`src/hw/rtl/cchu_pkg.sv`:
```
`timescale 1ns / 1ps
// ----------------------------------------------------------------------------
// cchu_pkg: shared definitions for the cyclic code weight histogram unit
// Widths, opcodes, the queued item type, row rotation and ones-count helpers.
// ----------------------------------------------------------------------------
package cchu_pkg;

  localparam int unsigned CodeLength   = 64;
  localparam int unsigned RowCount     = 32;
  localparam int unsigned GenWidth     = 33;
  localparam int unsigned BinDepth     = CodeLength + 1;
  localparam int unsigned BinAddrWidth = $clog2(BinDepth);
  localparam int unsigned WeightWidth  = $clog2(CodeLength + 1);
  localparam int unsigned CountWidth   = 32;
  localparam int unsigned ByteCount    = CodeLength / 8;
  localparam int unsigned ShiftWidth   = $clog2(CodeLength);
  localparam int unsigned QueueDepth   = 4;
  localparam int unsigned QueuePtrWidth = $clog2(QueueDepth);

  localparam logic [GenWidth-1:0]   GenReset = 33'h1_F192_2815;
  localparam logic [CountWidth-1:0] BinMax   = {CountWidth{1'b1}};

  typedef enum logic [1:0] {
    OP_COUNT = 2'd0,
    OP_READ  = 2'd1,
    OP_CLEAR = 2'd2
  } op_e;

  typedef struct packed {
    logic [1:0]              op;
    logic [BinAddrWidth-1:0] bin_index;
    logic [CodeLength-1:0]   codeword;
    logic [WeightWidth-1:0]  weight;
  } item_t;

  function automatic logic [CodeLength-1:0] rotate_row(input logic [CodeLength-1:0] w,
                                                       input logic [ShiftWidth-1:0] s);
    logic [2*CodeLength-1:0] dbl;
    dbl = {w, w} >> s;
    return dbl[CodeLength-1:0];
  endfunction

  function automatic logic [3:0] ones_in_byte(input logic [7:0] b);
    logic [3:0] n;
    n = '0;
    for (int k = 0; k < 8; k++) begin
      n = n + {3'b000, b[k]};
    end
    return n;
  endfunction

endpackage

```
`src/hw/rtl/cyclic_code_weight_histogram_unit.sv`:
```
`timescale 1ns / 1ps
// ----------------------------------------------------------------------------
// cyclic_code_weight_histogram_unit: weight histogram of a cyclic code
// Builds codewords from rotations of a generator word and keeps a
// saturating histogram of their weights.
// ----------------------------------------------------------------------------
// Usage:
//   Input channel (in_valid_i / in_stall_o) carries one request per item:
//   count a subset, read a bin or clear all bins. Each request gives one
//   result on the output channel (out_valid_o / out_stall_i), in order.
//   Configuration channel (cfg_valid_i / cfg_ready_o) writes the 33-bit
//   generator word; ready is always high, write only while idle.
//   Throughput: one request per cycle, sustained while out_stall_i is low,
//   set by the one-read one-write bin memory read-modify-write with
//   last-write forwarding. Path: a request passes two front stages, the
//   queue, the bin read stage and the result register.
//   Reset: generator returns to its reset value and every bin reads zero
//   at once through per-bin valid bits; no clearing pass is needed.
//   Receiver stall: the result register holds, the back stops, the four
//   entry queue fills, then in_stall_o rises.
// ----------------------------------------------------------------------------
module cyclic_code_weight_histogram_unit (
  input  logic                               clk_i,
  input  logic                               rst_ni,
  input  logic                               cfg_valid_i,
  output logic                               cfg_ready_o,
  input  logic [cchu_pkg::GenWidth-1:0]      cfg_data_i,
  input  logic                               in_valid_i,
  output logic                               in_stall_o,
  input  logic [1:0]                         in_opcode_i,
  input  logic [cchu_pkg::RowCount-1:0]      in_subset_mask_i,
  input  logic [cchu_pkg::BinAddrWidth-1:0]  in_bin_index_i,
  output logic                               out_valid_o,
  input  logic                               out_stall_i,
  output logic [cchu_pkg::CodeLength-1:0]    out_codeword_o,
  output logic [cchu_pkg::WeightWidth-1:0]   out_codeword_weight_o,
  output logic [cchu_pkg::CountWidth-1:0]    out_bin_count_o
);

  logic [cchu_pkg::GenWidth-1:0] gen_q;
  logic                          push, full, pop, q_vld;
  cchu_pkg::item_t               push_item, pop_item;

  assign cfg_ready_o = 1'b1;

  always_ff @(posedge clk_i or negedge rst_ni) begin
    if (!rst_ni) begin
      gen_q <= cchu_pkg::GenReset;
    end else if (cfg_valid_i && cfg_ready_o) begin
      gen_q <= cfg_data_i;
    end
  end

  cchu_front u_front (
    .clk_i            (clk_i),
    .rst_ni           (rst_ni),
    .gen_i            (gen_q),
    .in_valid_i       (in_valid_i),
    .in_stall_o       (in_stall_o),
    .in_opcode_i      (in_opcode_i),
    .in_subset_mask_i (in_subset_mask_i),
    .in_bin_index_i   (in_bin_index_i),
    .push_o           (push),
    .push_item_o      (push_item),
    .full_i           (full)
  );

  cchu_queue u_queue (
    .clk_i       (clk_i),
    .rst_ni      (rst_ni),
    .push_i      (push),
    .push_item_i (push_item),
    .full_o      (full),
    .pop_i       (pop),
    .vld_o       (q_vld),
    .pop_item_o  (pop_item)
  );

  cchu_back u_back (
    .clk_i                 (clk_i),
    .rst_ni                (rst_ni),
    .q_vld_i               (q_vld),
    .q_item_i              (pop_item),
    .pop_o                 (pop),
    .out_valid_o           (out_valid_o),
    .out_stall_i           (out_stall_i),
    .out_codeword_o        (out_codeword_o),
    .out_codeword_weight_o (out_codeword_weight_o),
    .out_bin_count_o       (out_bin_count_o)
  );

endmodule

```
`src/hw/rtl/cchu_front.sv`:
```
`timescale 1ns / 1ps
// ----------------------------------------------------------------------------
// cchu_front: request intake and codeword build
// Takes requests, XORs the selected generator rotations, counts the ones in
// two registered steps and hands finished items to the queue.
// ----------------------------------------------------------------------------
module cchu_front (
  input  logic                                clk_i,
  input  logic                                rst_ni,
  input  logic [cchu_pkg::GenWidth-1:0]       gen_i,
  input  logic                                in_valid_i,
  output logic                                in_stall_o,
  input  logic [1:0]                          in_opcode_i,
  input  logic [cchu_pkg::RowCount-1:0]       in_subset_mask_i,
  input  logic [cchu_pkg::BinAddrWidth-1:0]   in_bin_index_i,
  output logic                                push_o,
  output cchu_pkg::item_t                     push_item_o,
  input  logic                                full_i
);

  logic                                    f1_vld_q;
  logic [1:0]                              f1_op_q;
  logic [cchu_pkg::BinAddrWidth-1:0]       f1_idx_q;
  logic [cchu_pkg::CodeLength-1:0]         f1_cw_q;
  logic [cchu_pkg::CodeLength-1:0]         cw_d;

  logic                                    f2_vld_q;
  logic [1:0]                              f2_op_q;
  logic [cchu_pkg::BinAddrWidth-1:0]       f2_idx_q;
  logic [cchu_pkg::CodeLength-1:0]         f2_cw_q;
  logic [cchu_pkg::ByteCount-1:0][3:0]     f2_part_q;
  logic [cchu_pkg::ByteCount-1:0][3:0]     part_d;
  logic [cchu_pkg::WeightWidth-1:0]        weight;

  logic f2_adv, f1_adv, accept;

  assign f2_adv     = f2_vld_q && !full_i;
  assign f1_adv     = f1_vld_q && (!f2_vld_q || f2_adv);
  assign accept     = in_valid_i && (!f1_vld_q || f1_adv);
  assign in_stall_o = f1_vld_q && !f1_adv;

  always_comb begin
    logic [cchu_pkg::CodeLength-1:0] base;
    base = cchu_pkg::CodeLength'(gen_i);
    cw_d = '0;
    for (int j = 0; j < cchu_pkg::RowCount; j++) begin
      if (in_subset_mask_i[j]) begin
        cw_d = cw_d ^ cchu_pkg::rotate_row(base, cchu_pkg::ShiftWidth'(j));
      end
    end
  end

  always_comb begin
    for (int b = 0; b < cchu_pkg::ByteCount; b++) begin
      part_d[b] = cchu_pkg::ones_in_byte(f1_cw_q[8*b +: 8]);
    end
  end

  always_comb begin
    weight = '0;
    for (int b = 0; b < cchu_pkg::ByteCount; b++) begin
      weight = weight + cchu_pkg::WeightWidth'(f2_part_q[b]);
    end
  end

  always_ff @(posedge clk_i or negedge rst_ni) begin
    if (!rst_ni) begin
      f1_vld_q <= 1'b0;
      f2_vld_q <= 1'b0;
    end else begin
      if (accept) begin
        f1_vld_q <= 1'b1;
      end else if (f1_adv) begin
        f1_vld_q <= 1'b0;
      end
      if (f1_adv) begin
        f2_vld_q <= 1'b1;
      end else if (f2_adv) begin
        f2_vld_q <= 1'b0;
      end
    end
  end

  always_ff @(posedge clk_i) begin
    if (accept) begin
      f1_op_q  <= in_opcode_i;
      f1_idx_q <= in_bin_index_i;
      f1_cw_q  <= cw_d;
    end
    if (f1_adv) begin
      f2_op_q   <= f1_op_q;
      f2_idx_q  <= f1_idx_q;
      f2_cw_q   <= f1_cw_q;
      f2_part_q <= part_d;
    end
  end

  assign push_o                = f2_adv;
  assign push_item_o.op        = f2_op_q;
  assign push_item_o.bin_index = f2_idx_q;
  assign push_item_o.codeword  = f2_cw_q;
  assign push_item_o.weight    = weight;

endmodule

```
`src/hw/rtl/cchu_queue.sv`:
```
`timescale 1ns / 1ps
// ----------------------------------------------------------------------------
// cchu_queue: item queue between front and back
// Small circular buffer that lets the two halves stall independently.
// ----------------------------------------------------------------------------
module cchu_queue (
  input  logic            clk_i,
  input  logic            rst_ni,
  input  logic            push_i,
  input  cchu_pkg::item_t push_item_i,
  output logic            full_o,
  input  logic            pop_i,
  output logic            vld_o,
  output cchu_pkg::item_t pop_item_o
);

  cchu_pkg::item_t                       entry_q [cchu_pkg::QueueDepth];
  logic [cchu_pkg::QueuePtrWidth-1:0]    wr_ptr_q, rd_ptr_q;
  logic [cchu_pkg::QueuePtrWidth:0]      cnt_q;

  assign full_o     = (cnt_q == (cchu_pkg::QueuePtrWidth+1)'(cchu_pkg::QueueDepth));
  assign vld_o      = (cnt_q != '0);
  assign pop_item_o = entry_q[rd_ptr_q];

  always_ff @(posedge clk_i or negedge rst_ni) begin
    if (!rst_ni) begin
      wr_ptr_q <= '0;
      rd_ptr_q <= '0;
      cnt_q    <= '0;
    end else begin
      if (push_i) begin
        wr_ptr_q <= wr_ptr_q + 1'b1;
      end
      if (pop_i) begin
        rd_ptr_q <= rd_ptr_q + 1'b1;
      end
      if (push_i && !pop_i) begin
        cnt_q <= cnt_q + 1'b1;
      end else if (pop_i && !push_i) begin
        cnt_q <= cnt_q - 1'b1;
      end
    end
  end

  always_ff @(posedge clk_i) begin
    if (push_i) begin
      entry_q[wr_ptr_q] <= push_item_i;
    end
  end

endmodule

```
`src/hw/rtl/cchu_back.sv`:
```
`timescale 1ns / 1ps
// ----------------------------------------------------------------------------
// cchu_back: histogram update and result register
// Reads the bin, updates it with saturation, forwards the last write over a
// read in flight, and holds the result until the receiver takes it.
// ----------------------------------------------------------------------------
module cchu_back (
  input  logic                               clk_i,
  input  logic                               rst_ni,
  input  logic                               q_vld_i,
  input  cchu_pkg::item_t                    q_item_i,
  output logic                               pop_o,
  output logic                               out_valid_o,
  input  logic                               out_stall_i,
  output logic [cchu_pkg::CodeLength-1:0]    out_codeword_o,
  output logic [cchu_pkg::WeightWidth-1:0]   out_codeword_weight_o,
  output logic [cchu_pkg::CountWidth-1:0]    out_bin_count_o
);

  logic [cchu_pkg::CountWidth-1:0]   mem_q [cchu_pkg::BinDepth];
  logic [cchu_pkg::BinDepth-1:0]     bin_vld_q;
  logic [cchu_pkg::CountWidth-1:0]   rd_data_q;

  logic                              a_vld_q;
  cchu_pkg::item_t                   a_item_q;
  logic [cchu_pkg::BinAddrWidth-1:0] a_addr_q;
  logic                              a_inrange_q;

  logic                              fwd_vld_q;
  logic [cchu_pkg::BinAddrWidth-1:0] fwd_addr_q;
  logic [cchu_pkg::CountWidth-1:0]   fwd_data_q;

  logic                              out_vld_q;
  logic [cchu_pkg::CodeLength-1:0]   out_cw_q;
  logic [cchu_pkg::WeightWidth-1:0]  out_wt_q;
  logic [cchu_pkg::CountWidth-1:0]   out_bin_q;

  logic                              fire;
  logic [cchu_pkg::BinAddrWidth-1:0] rd_addr;
  logic                              rd_inrange;
  logic [cchu_pkg::CountWidth-1:0]   old_val, inc_val;
  logic                              wr_en, clr_en;
  logic [cchu_pkg::CodeLength-1:0]   cw_d;
  logic [cchu_pkg::WeightWidth-1:0]  wt_d;
  logic [cchu_pkg::CountWidth-1:0]   bin_d;

  assign fire  = a_vld_q && (!out_vld_q || !out_stall_i);
  assign pop_o = q_vld_i && (!a_vld_q || fire);

  always_comb begin
    if (q_item_i.op == cchu_pkg::OP_COUNT) begin
      rd_addr    = cchu_pkg::BinAddrWidth'(q_item_i.weight);
      rd_inrange = 1'b1;
    end else begin
      rd_inrange = (q_item_i.bin_index <= cchu_pkg::BinAddrWidth'(cchu_pkg::CodeLength));
      rd_addr    = rd_inrange ? q_item_i.bin_index : '0;
    end
  end

  always_comb begin
    if (fwd_vld_q && (fwd_addr_q == a_addr_q)) begin
      old_val = fwd_data_q;
    end else if (bin_vld_q[a_addr_q]) begin
      old_val = rd_data_q;
    end else begin
      old_val = '0;
    end
    inc_val = (old_val == cchu_pkg::BinMax) ? old_val : old_val + 1'b1;
  end

  always_comb begin
    wr_en  = 1'b0;
    clr_en = 1'b0;
    cw_d   = '0;
    wt_d   = '0;
    bin_d  = '0;
    unique case (a_item_q.op)
      cchu_pkg::OP_COUNT: begin
        wr_en = fire;
        cw_d  = a_item_q.codeword;
        wt_d  = a_item_q.weight;
        bin_d = inc_val;
      end
      cchu_pkg::OP_READ: begin
        bin_d = a_inrange_q ? old_val : '0;
      end
      cchu_pkg::OP_CLEAR: begin
        clr_en = fire;
      end
      default: begin
      end
    endcase
  end

  always_ff @(posedge clk_i or negedge rst_ni) begin
    if (!rst_ni) begin
      a_vld_q   <= 1'b0;
      out_vld_q <= 1'b0;
      fwd_vld_q <= 1'b0;
      bin_vld_q <= '0;
    end else begin
      if (pop_o) begin
        a_vld_q <= 1'b1;
      end else if (fire) begin
        a_vld_q <= 1'b0;
      end
      if (fire) begin
        out_vld_q <= 1'b1;
      end else if (!out_stall_i) begin
        out_vld_q <= 1'b0;
      end
      if (clr_en) begin
        fwd_vld_q <= 1'b0;
        bin_vld_q <= '0;
      end else if (wr_en) begin
        fwd_vld_q           <= 1'b1;
        bin_vld_q[a_addr_q] <= 1'b1;
      end
    end
  end

  always_ff @(posedge clk_i) begin
    if (pop_o) begin
      a_item_q    <= q_item_i;
      a_addr_q    <= rd_addr;
      a_inrange_q <= rd_inrange;
      rd_data_q   <= mem_q[rd_addr];
    end
    if (wr_en) begin
      mem_q[a_addr_q] <= inc_val;
      fwd_addr_q      <= a_addr_q;
      fwd_data_q      <= inc_val;
    end
    if (fire) begin
      out_cw_q  <= cw_d;
      out_wt_q  <= wt_d;
      out_bin_q <= bin_d;
    end
  end

  assign out_valid_o           = out_vld_q;
  assign out_codeword_o        = out_cw_q;
  assign out_codeword_weight_o = out_wt_q;
  assign out_bin_count_o       = out_bin_q;

endmodule

```
`config.mk`:
```
export PLATFORM = sky130hd
export DESIGN_NAME = cyclic_code_weight_histogram_unit
export DESIGN_NICKNAME = d
export VERILOG_FILES = /design/src/hw/rtl/cchu_pkg.sv /design/src/hw/rtl/cyclic_code_weight_histogram_unit.sv /design/src/hw/rtl/cchu_front.sv /design/src/hw/rtl/cchu_queue.sv /design/src/hw/rtl/cchu_back.sv
export SDC_FILE = /design/constraint.sdc
export NUM_CORES = 2
export LEC_CHECK = 0
export ABC_AREA = 1
export BUFFER_PORTS_ARGS = -buffer_cell sky130_fd_sc_hd__buf_2
export CORE_MARGIN = 3
export CORE_UTILIZATION = 42
export DETAILED_ROUTE_END_ITERATION = 8
export PLACE_DENSITY = 0.6
export SLEW_MARGIN = 40
export SYNTH_ARGS = -nofsm -noshare
export SYNTH_HDL_FRONTEND = slang
export SYNTH_SLANG_ARGS = --single-unit
```
`constraint.sdc`:
```
create_clock -name clk_i -period 14.7 [get_ports clk_i]
set_input_delay 2.205 -clock clk_i [delete_from_list [all_inputs] [get_ports clk_i]]
set_output_delay 2.205 -clock clk_i [all_outputs]
set_load 0.005 [all_outputs]
```
==> impl_metrics.ini <==
[yosys]
synth_cells = 11765
synthMuxAreaShare_pct = 0.290
synthAdderAreaFrac_pct = 1.22
ys_seq_area_share_pct = 66.6
synth_area_mm2 = 0.132
synth_edf_count = 2833
async_reset_ff_share_pct = 3.74
syn_avg_cell_area_um2 = 11.2
yosysWarningCount = 0
synth_cell_types = 44
yosys.area_share.xor_xnor_pct = 6.80
synth-seq-cells = 2943
synth_nets = 11941
synth-compound-area-share_pct = 1.55
synth_top_family_by_area = simple AND/OR/NAND/NOR gates
synth-simple-area-share_pct = 19.7
synth_ff_type = edfxtp_1

[sta]
fin_ws_ps = 7450
hold_viol_final = 0
layout_min_cycle_time_ps = 7250
min_period_over_period_pct = 49.3
setup_tns_ps = 0
slew_headroom_pct = 34.5
worst_slew_pin_slew_ps = 982
clock_skew_ps = 63.4
setup_viol = 0
drv_slew = 0
rsz0062_at_grt = false
fmax_mhz = 138

[clock_network]
cts-resized-gates = 0
cts.htree.levels = 5
clock-root-buffer = clkbuf_16
cts_made_buffers = 310
cts.path.max_buffers = 4
cts_tree = built
clk_latency_ps = 910
ctsHoldBuffers = 0
cts.clk_slew.worst_paths_ps = 60
cts_setup_buffers = 0
cts_sinks = 2943

[routing]
routed_wl_mm = 410
drtIter0Drc = 12237
avgRoutedWirePerCell_um = 25.3
avgViaCountPerCell = 5.63
drtAntennaViolNets = 0
drc = 0
vias = 91075
first_pass_iters = 6

[global_routing]
grt_pass1_wl_mm = 598
grt_start_max_net_pins = 180
grt-ovfl-total = 0
grt_pass1_vias = 86553
antenna_found_initial = 23
track_usage_pct = 24.8

[job]
max-cap-violations = 0

[hold_path]
hp-class = register to register

[finish]
drive_gt1_share_pct = 9.31
fin_util_pct = 47.8
final_cell_mix = 3665 x nand2_1, 2833 x edfxtp_1, 2032 x nand3_1
fin_cells = 16167
nets = 11962
syn2layout_area_growth_pct = 13.3
multiInputGateArea_mm2 = 0.0398
seqCellArea_mm2 = 0.0879
final_common_cell = nand2_1
n_fill_cell = 27482

[placement]
io_buffers = 183
dp_slack_ps = 7190
gp_congestion = 0.912
dp_hpwl_mm = 239
dpl.cell_count = 15605

[run_status]
run_status = finished, final reports clean

[floorplanning]
start_util_pct = 42.2
num_io_pins = 185
die-width_um = 567
die-area_mm2 = 0.321
fp.dieH_um = 567
core_mm2 = 0.312
rows = 205

[critical_path]
critPathMostFrequentCell = nand3_1
cp_slowest_stage_delay_ps = 770
r2r_cells = 22
reg2reg_to = u_back.rd_data_q[24]
cp-start-kind = register
cp-endpoint = u_back.rd_data_q[24]
critPathRequiredTime_ps = 15340
crit_path_max_fanout = 143
rrSetupSlack_ps = 7450
cp-end-kind = register
crit_type = register to register
r2r-start = u_queue.rd_ptr_q[0]
startpoint = u_queue.rd_ptr_q[0]
cp_slowest_cell = dfrtp_4
crit_chain = inv_6, nand2_1, nand3_1, nand2_1, nand2_1, nor2_1, nand2_1, nand2_1, nand2_2, o21ai_4, inv_16, buf_4, buf_4, buf_4, buf_4, nand3_1, nand3_1, nand3_1, nand3_1, nand3_1, nand3_1, nand2_1
critPathArrivalTime_ps = 7890
cell usage after synthesis (2+ instances only):
master,instances,area share [%]
nand2_1,3670,10
edfxtp_1,2833,64
nand3_1,2040,7.7
xnor2_1,703,4.7
nor2_1,412,1.2
inv_1,368,1.0
buf_2,335,1.3
xor2_1,321,2.1
clkbuf_1,276,0.79
o21ai_0,156,0.59
dfrtp_1,96,1.8
buf_1,75,0.21
o22ai_1,71,0.34
fa_1,52,0.79
ha_1,45,0.43
buf_6,41,0.35
nand2_2,41,0.19
a2bb2oi_1,39,0.26
mux2_2,34,0.29
buf_4,24,0.14
o211ai_1,24,0.14
a21oi_1,23,0.087
o21ai_1,16,0.061
dfstp_2,14,0.28
nor3_1,8,0.030
o21ai_2,8,0.053
inv_2,5,0.014
nor4_1,5,0.024
nand2_4,4,0.034
or2_2,4,0.019
inv_4,3,0.014
nor2_2,3,0.014
a32o_1,2,0.015
clkinv_1,2,0.0057
nand3b_1,2,0.011
nor2_4,2,0.017
flip-flops by register name, indices dropped and copies added (netlist names), 2 cells and up:
name                          count
u_back.out_bin_count_o           32
u_back.bin_vld_q                 65
u_front.f1_op_q                   2
u_back.rd_data_q                 32
u_back.out_codeword_o            64
u_front.f2_idx_q                  7
u_back.out_codeword_weight_o      7
gen_q                            33
u_front.f2_cw_q                  64
u_front.f2_op_q                   2
u_front.f1_cw_q                  64
u_queue.cnt_q                     3
u_back.fwd_data_q                32
u_back.fwd_addr_q                 7
u_front.f2_part_q                32
u_back.a_addr_q                   7
u_back.a_item_q                  73
u_front.f1_idx_q                  7
u_queue.wr_ptr_q                  2
u_back.mem_q                   2080
u_queue.rd_ptr_q                  2
u_queue.entry_q                 320
per-layer routing:
| metal | share of wire [%] | up-vias | GRT usage [%] |
|---|---|---|---|
| met5 | 0.0039 | - | 0 |
| met4 | 3.4 | 4 | 8.16 |
| met3 | 12 | 639 | 5.64 |
| met2 | 44 | 5244 | 36.7 |
| met1 | 41 | 45066 | 36.1 |
| li1 | - | 40122 | - |
stage by stage:
step | instance area, µm² | hold slack, ps
3_3_place_gp | 136000 | 408
3_5_place_dp | 139000 | 405
5_1_grt | 149000 | 429
6_report | 149000 | 425
2_1_floorplan | 132000 | 400
4_1_cts | 149000 | 422
cell type report:
class	instances	share of cell area, %
Antenna cell	5	0.00837
Clock buffer	380	5.50
Clock inverter	168	1.14
Inverter	379	0.996
Multi-Input combinational cell	7692	26.6
Sequential cell	2943	58.8
Tap cell	4140	3.47
Timing Repair Buffer	460	3.48
worst min-delay path by stage:
stage	from	end	slack (ps)	depth (start not counted)
floorplan	u_front.f1_idx_q[0]	u_front.f2_idx_q[0]	400	0
global placement	u_front.f1_idx_q[1]	u_front.f2_idx_q[1]	410	0
finish	u_front.f1_idx_q[1]	u_front.f2_idx_q[1]	420	0
CTS	u_front.f1_idx_q[1]	u_front.f2_idx_q[1]	420	0
detailed placement	u_front.f1_idx_q[4]	u_front.f2_idx_q[4]	410	0
global route	u_front.f1_idx_q[1]	u_front.f2_idx_q[1]	430	0
logic make-up after synthesis:
family	after synthesis
XOR/XNOR	1024
other	1
adder cells (fa/ha/maj)	97
AND/OR/NAND/NOR	6195
AO/OA/AOI/OAI	341
buffers and inverters	1130
flip-flops	2943
multiplexers	34
worst max-delay path, delay by kind of cell, from the launching register on:
family	cells	cell delay [ps]
buffers and inverters	6	3900
AOI/OAI and AO/OA	1	150
DFF	1	770
and+or+nand+nor	15	1950
Power is left out: the tool's default activity adds up to more than one toggle a clock period on the data nets, which glitch-free logic cannot reach.
